===== src/rtl/pip_pkg.sv =====
// Shared types and constants of the point-in-polygon test block.
// Used by pip_edge, point_in_polygon_test and pip_checker; depends on nothing.
package pip_pkg;

  // fixed field widths of the stream items and of the count register
  localparam int IDX_W = 4;
  localparam int CFG_W = 5;
  localparam int CNT_W = 5;
  localparam logic [CFG_W-1:0] CFG_RESET = 5'd4;

  // result item: inside flag, then crossing count, padded to whole bytes
  localparam int OUT_W   = ((1 + CNT_W + 7) / 8) * 8;
  localparam int OUT_PAD = OUT_W - 1 - CNT_W;

  // command carried in tuser
  typedef enum logic {
    CMD_LOAD  = 1'b0,
    CMD_QUERY = 1'b1
  } cmd_e;

  // control that travels with one edge through the edge pipeline
  typedef struct packed {
    logic vld;   // an edge occupies this stage
    logic last;  // closing edge of the query
  } edge_tag_t;

  // input tdata width: index, x, y packed from bit 0, padded to bytes
  function automatic int tdata_w(int cw);
    return ((IDX_W + 2 * cw + 7) / 8) * 8;
  endfunction

endpackage


===== src/rtl/pip_edge.sv =====
// Edge crossing pipeline: differences, cross products, signed compare.
// Three register stages; depends on pip_pkg.
module pip_edge import pip_pkg::*; #(
  parameter int COORD_WIDTH = 16
) (
  input  logic                          clk_i,
  input  logic                          rst_ni,
  input  edge_tag_t                     tag_i,
  input  logic signed [COORD_WIDTH-1:0] ax_i,
  input  logic signed [COORD_WIDTH-1:0] ay_i,
  input  logic signed [COORD_WIDTH-1:0] bx_i,
  input  logic signed [COORD_WIDTH-1:0] by_i,
  input  logic signed [COORD_WIDTH-1:0] px_i,
  input  logic signed [COORD_WIDTH-1:0] py_i,
  output edge_tag_t                     tag_o,
  output logic                          cross_o
);

  localparam int CW = COORD_WIDTH;
  localparam int DW = CW + 1;
  localparam int PW = 2 * DW;

  edge_tag_t tag1_q, tag2_q, tag3_q;

  logic signed [DW-1:0] dxp_d, dy_d, dxb_d, dyp_d;
  logic signed [DW-1:0] dxp_q, dy_q, dxb_q, dyp_q;
  logic                 strad_d, pos_d, strad1_q, pos1_q;
  logic signed [PW-1:0] lhs_d, rhs_d, lhs_q, rhs_q;
  logic                 strad2_q, pos2_q;
  logic                 cross_d, cross_q;

  // stage 1: straddle test and coordinate differences
  always_comb begin
    dxp_d   = $signed({px_i[CW-1], px_i}) - $signed({ax_i[CW-1], ax_i});
    dy_d    = $signed({by_i[CW-1], by_i}) - $signed({ay_i[CW-1], ay_i});
    dxb_d   = $signed({bx_i[CW-1], bx_i}) - $signed({ax_i[CW-1], ax_i});
    dyp_d   = $signed({py_i[CW-1], py_i}) - $signed({ay_i[CW-1], ay_i});
    strad_d = (ay_i > py_i) != (by_i > py_i);
    pos_d   = by_i > ay_i;
  end

  // stage 2: the two cross products
  always_comb begin
    lhs_d = dxp_q * dy_q;
    rhs_d = dxb_q * dyp_q;
  end

  // stage 3: point left of the intersection, compare flipped for falling edges
  always_comb begin
    cross_d = strad2_q && (pos2_q ? (lhs_q < rhs_q) : (rhs_q < lhs_q));
  end

  // control tags
  always_ff @(posedge clk_i or negedge rst_ni) begin
    if (!rst_ni) begin
      tag1_q <= '0;
      tag2_q <= '0;
      tag3_q <= '0;
    end else begin
      tag1_q <= tag_i;
      tag2_q <= tag1_q;
      tag3_q <= tag2_q;
    end
  end

  // data path
  always_ff @(posedge clk_i) begin
    dxp_q    <= dxp_d;
    dy_q     <= dy_d;
    dxb_q    <= dxb_d;
    dyp_q    <= dyp_d;
    strad1_q <= strad_d;
    pos1_q   <= pos_d;
    lhs_q    <= lhs_d;
    rhs_q    <= rhs_d;
    strad2_q <= strad1_q;
    pos2_q   <= pos1_q;
    cross_q  <= cross_d;
  end

  assign tag_o   = tag3_q;
  assign cross_o = cross_q;

endmodule


===== config.mk =====
export PLATFORM = sky130hd
export DESIGN_NAME = pip_edge
export DESIGN_NICKNAME = d
export VERILOG_FILES = /design/src/rtl/pip_pkg.sv /design/src/rtl/pip_edge.sv
export SDC_FILE = /design/constraint.sdc
export NUM_CORES = 2
export LEC_CHECK = 0
export ABC_CLOCK_PERIOD_IN_PS = 7200
export BUFFER_PORTS_ARGS = -buffer_cell sky130_fd_sc_hd__buf_2
export CAP_MARGIN = 40
export CORE_AREA = 2 2 234 213
export DETAILED_ROUTE_END_ITERATION = 7
export DIE_AREA = 0 0 236 215
export PLACE_DENSITY = 0.84
export SYNTH_ARGS = -nofsm -noshare
export SYNTH_HDL_FRONTEND = slang
export SYNTH_SLANG_ARGS = --single-unit

===== constraint.sdc =====
create_clock -name clk_i -period 7.2 [get_ports clk_i]
set_input_delay 0.72 -clock clk_i [delete_from_list [all_inputs] [get_ports clk_i]]
set_output_delay 0.72 -clock clk_i [all_outputs]
set_load 0.02 [all_outputs]

==> flow_metrics.env <==
export IMPL_met3_length_microns=4922
export IMPL_relSlewSlack_pct=37.51
export IMPL_synth_top_area_share_pct=41.49
export IMPL_synth_flop_cell="dfxtp_1"
export IMPL_ff2ff_setup_slack_ns=0.45
export IMPL_dpl_cell_count=3777
export IMPL_avgSynthCellArea_sq_um=9.271
export IMPL_drc=0
export IMPL_crit_required_ns=7.58
export IMPL_firstDrtPassIters=5
export IMPL_worstPathMaxFanout=17
export IMPL_synth_edf_count=0
export IMPL_setup_ws_ns=0.4491
export IMPL_track_usage_pct=28.52
export IMPL_min_period_ns=6.751
export IMPL_synth_top_area_cell="fa_1"
export IMPL_worst_hold_slack_ns=0.07805
export IMPL_wl_per_cell_microns=18.01
export IMPL_post_cts_resized=0
export IMPL_dieHeight_microns=215
export IMPL_hp_class="input port to async pin"
export IMPL_cp_top_family="adder cells"
export IMPL_grt_overflow_total=0
export IMPL_die_w_microns=236
export IMPL_hold_viol_final=0
export IMPL_critPathLaunchType="flop"
export IMPL_final_nets=4146
export IMPL_tightestPinTransition_ns=0.9137
export IMPL_async_flop_share_pct=4.082
export IMPL_dr_first_iter_drc_count=1434
export IMPL_grt_pass1_wl_microns=114100
export IMPL_rows=77
export IMPL_fillers=3892
export IMPL_final_cell_mix="inv_1 (704), fa_1 (596), nand2_1 (315)"
export IMPL_seq_area_frac_synth_pct=10.34
export IMPL_m1WireLength_microns=26780
export IMPL_ant_nets=0
export IMPL_hpwlAfterDp_microns=57490
export IMPL_synth_area_top_cells="fa_1 (41%), ha_1 (12%), dfxtp_1 (9.8%), inv_1 (9.2%), and2_1 (6.4%)"
export IMPL_cp_num_buf_inv=3
export IMPL_vias_per_cell=5.576
export IMPL_crit_chain="nand2_1 -> inv_1 -> fa_1 -> fa_1 -> fa_1 -> fa_1 -> fa_1 -> inv_1 -> fa_1 -> inv_1 -> ha_1 -> a21o_1 -> nor3_1 -> o21ai_0 -> a31oi_1 -> o21ai_0 -> a211oi_1 -> o21bai_1 -> a21oi_1 -> xnor2_1"
export IMPL_dr_wl_met2_microns=33990
export IMPL_syn_to_final_growth_pct=6.130
export IMPL_grt_pass1_vias=23040
export IMPL_synth_seq_cells=147
export IMPL_ys_types=62
export IMPL_insertion_delay_ns=0.45
export IMPL_design_portCount=103
export IMPL_grt_max_degree=18
export IMPL_synthCells=3102
export IMPL_rr_worst_depth=20
export IMPL_antenna_found_initial=11
export IMPL_clockRootBuffer="clkbuf_16"
export IMPL_numCtsBuffers=17
export IMPL_slew_viol_final=0
export IMPL_dr_max_layer_used="met5"
export IMPL_final_cells=3815
export IMPL_start_util_pct=59.35
export IMPL_r2r_end="lhs_q[32]"
export IMPL_cp_slowest_cell="fa_1"
export IMPL_fin_worst_skew_ns=0.01382
export IMPL_slowest_delay_ns=0.96
export IMPL_cap_violations=0
export IMPL_synth_area_sq_mm=0.02876
export IMPL_htree_levels=4
export IMPL_cts_tree="done"
export IMPL_wl_microns=68700
export IMPL_max_freq_mhz=148.1
export IMPL_cts_hold_buf=0
export IMPL_setup_viol=0
export IMPL_layout_commonest_cell="inv_1"
export IMPL_ys_warn_count=0
export IMPL_cts_buffer_depth=2
export IMPL_fp_dieArea_sq_mm=0.05074
export IMPL_clock_sinks=147
export IMPL_synth_fp_nets=4084
export IMPL_status="complete, no violations"
export IMPL_worst_setup_path_type="flop to flop"
export IMPL_period_share_pct=93.76
export IMPL_post_cts_buffers=0
export IMPL_dp_slack_ns=0.6495
export IMPL_worstReg2RegStart="dy_q[2]"
export IMPL_clkTransAtPathRegs_ns=0.07
export IMPL_core_sq_mm=0.04846
export IMPL_cpMostUsedCell="fa_1"
export IMPL_arrival_ns=7.13
export IMPL_fin_tns_setup_ns=0
export IMPL_gp_congestion=0.9396
export IMPL_port_buffers=102
export IMPL_drive_gt1_share_pct=5.225
export IMPL_routed_via_count=21270
export IMPL_rsz0062_at_grt="no"
export IMPL_cp_end_kind="flop"
-- cell families after synthesis --
logic type,count (synthesis),synth area share (%)
adder cells (fa/ha/maj),882,53.93
AND/OR/NAND/NOR,865,14.87
buffers and inverters,783,10.22
AO/OA/AOI/OAI,311,7.144
flip-flops,147,10.34
XOR/XNOR,110,3.350
multiplexers,4,0.1436
-- worst register-to-register path, cell delays in order (launching register included) --
cell and delay (ns):
dfxtp_1 0.72, nand2_1 0.20, inv_1 0.17, fa_1 0.55
fa_1 0.96, fa_1 0.55, fa_1 0.51, fa_1 0.49
inv_1 0.05, fa_1 0.48, inv_1 0.04, ha_1 0.34
a21o_1 0.23, nor3_1 0.16, o21ai_0 0.13, a31oi_1 0.17
o21ai_0 0.22, a211oi_1 0.29, o21bai_1 0.11, a21oi_1 0.18
xnor2_1 0.13
-- worst max path at each step --
| stage | startpoint | slack, ns | endpoint | depth (start not counted) |
|---|---|---|---|---|
| 6_report | dy_q[2] | 0.45 | lhs_q[32] | 20 |
| 5_1_grt | dy_q[2] | 0.003 | lhs_q[32] | 20 |
| 4_1_cts | dy_q[2] | 0.52 | lhs_q[32] | 20 |
| 3_5_place_dp | dy_q[2] | 0.65 | lhs_q[32] | 20 |
| 3_3_place_gp | dy_q[2] | 0.85 | lhs_q[32] | 20 |
| 2_1_floorplan | dyp_q[8] | 1.15 | rhs_q[32] | 23 |
-- per-stage QoR --
stage | utilization (%) | area [sq um]
finish | 62.98 | 30520
global route | 62.98 | 30520
CTS | 62.95 | 30510
detailed placement | 61.72 | 29910
global placement | 61.71 | 29910
floorplan | - | 28760
-- area by class of cell --
cell class / instances / area [sq um] / area share, %
Tap cell: 632 / 790.8 / 2.591
Clock buffer: 19 / 452.9 / 1.484
Multi-Input combinational cell: 2172 / 22850 / 74.85
Timing Repair Buffer: 122 / 656.9 / 2.152
Sequential cell: 147 / 2973 / 9.740
Antenna cell: 6 / 15.01 / 0.04919
Clock inverter: 13 / 143.9 / 0.4714
Inverter: 704 / 2643 / 8.658
-- metal layers --
metal / global-route usage, % / vias up
li1: - / 9542
met1: 36.31 / 10710
met2: 48.49 / 813
met3: 4.984 / 203
met4: 11.51 / 10
met5: 0 / -
-- synthesized netlist by cell type, types with 8 or more instances --
| library cell | n |
|---|---|
| inv_1 | 704 |
| xor2_1 | 15 |
| a21boi_0 | 8 |
| xnor2_1 | 95 |
| a21o_1 | 42 |
| ha_1 | 286 |
| dfxtp_1 | 141 |
| o21a_1 | 30 |
| nand2b_1 | 17 |
| o21bai_1 | 9 |
| nor2_1 | 124 |
| and2_1 | 293 |
| a211oi_1 | 12 |
| nand4_1 | 15 |
| nor2b_1 | 24 |
| nand3_1 | 24 |
| nand2_1 | 315 |
| nor3_1 | 26 |
| o21ai_0 | 57 |
| a21oi_1 | 82 |
| fa_1 | 596 |
| clkbuf_1 | 77 |
-- flip-flops by register name, summed over array words and instances (netlist names), 2 cells and up --
| name | cells |
|---|---|
| dxb_q | 17 |
| dxp_q | 17 |
| dy_q | 17 |
| dyp_q | 17 |
| lhs_q | 34 |
| rhs_q | 34 |
| tag1_q | 2 |
| tag2_q | 2 |
| tag_o | 2 |
Power is not shown: default switching activity piles up to over one toggle a cycle in this logic, so the estimate is an artifact.
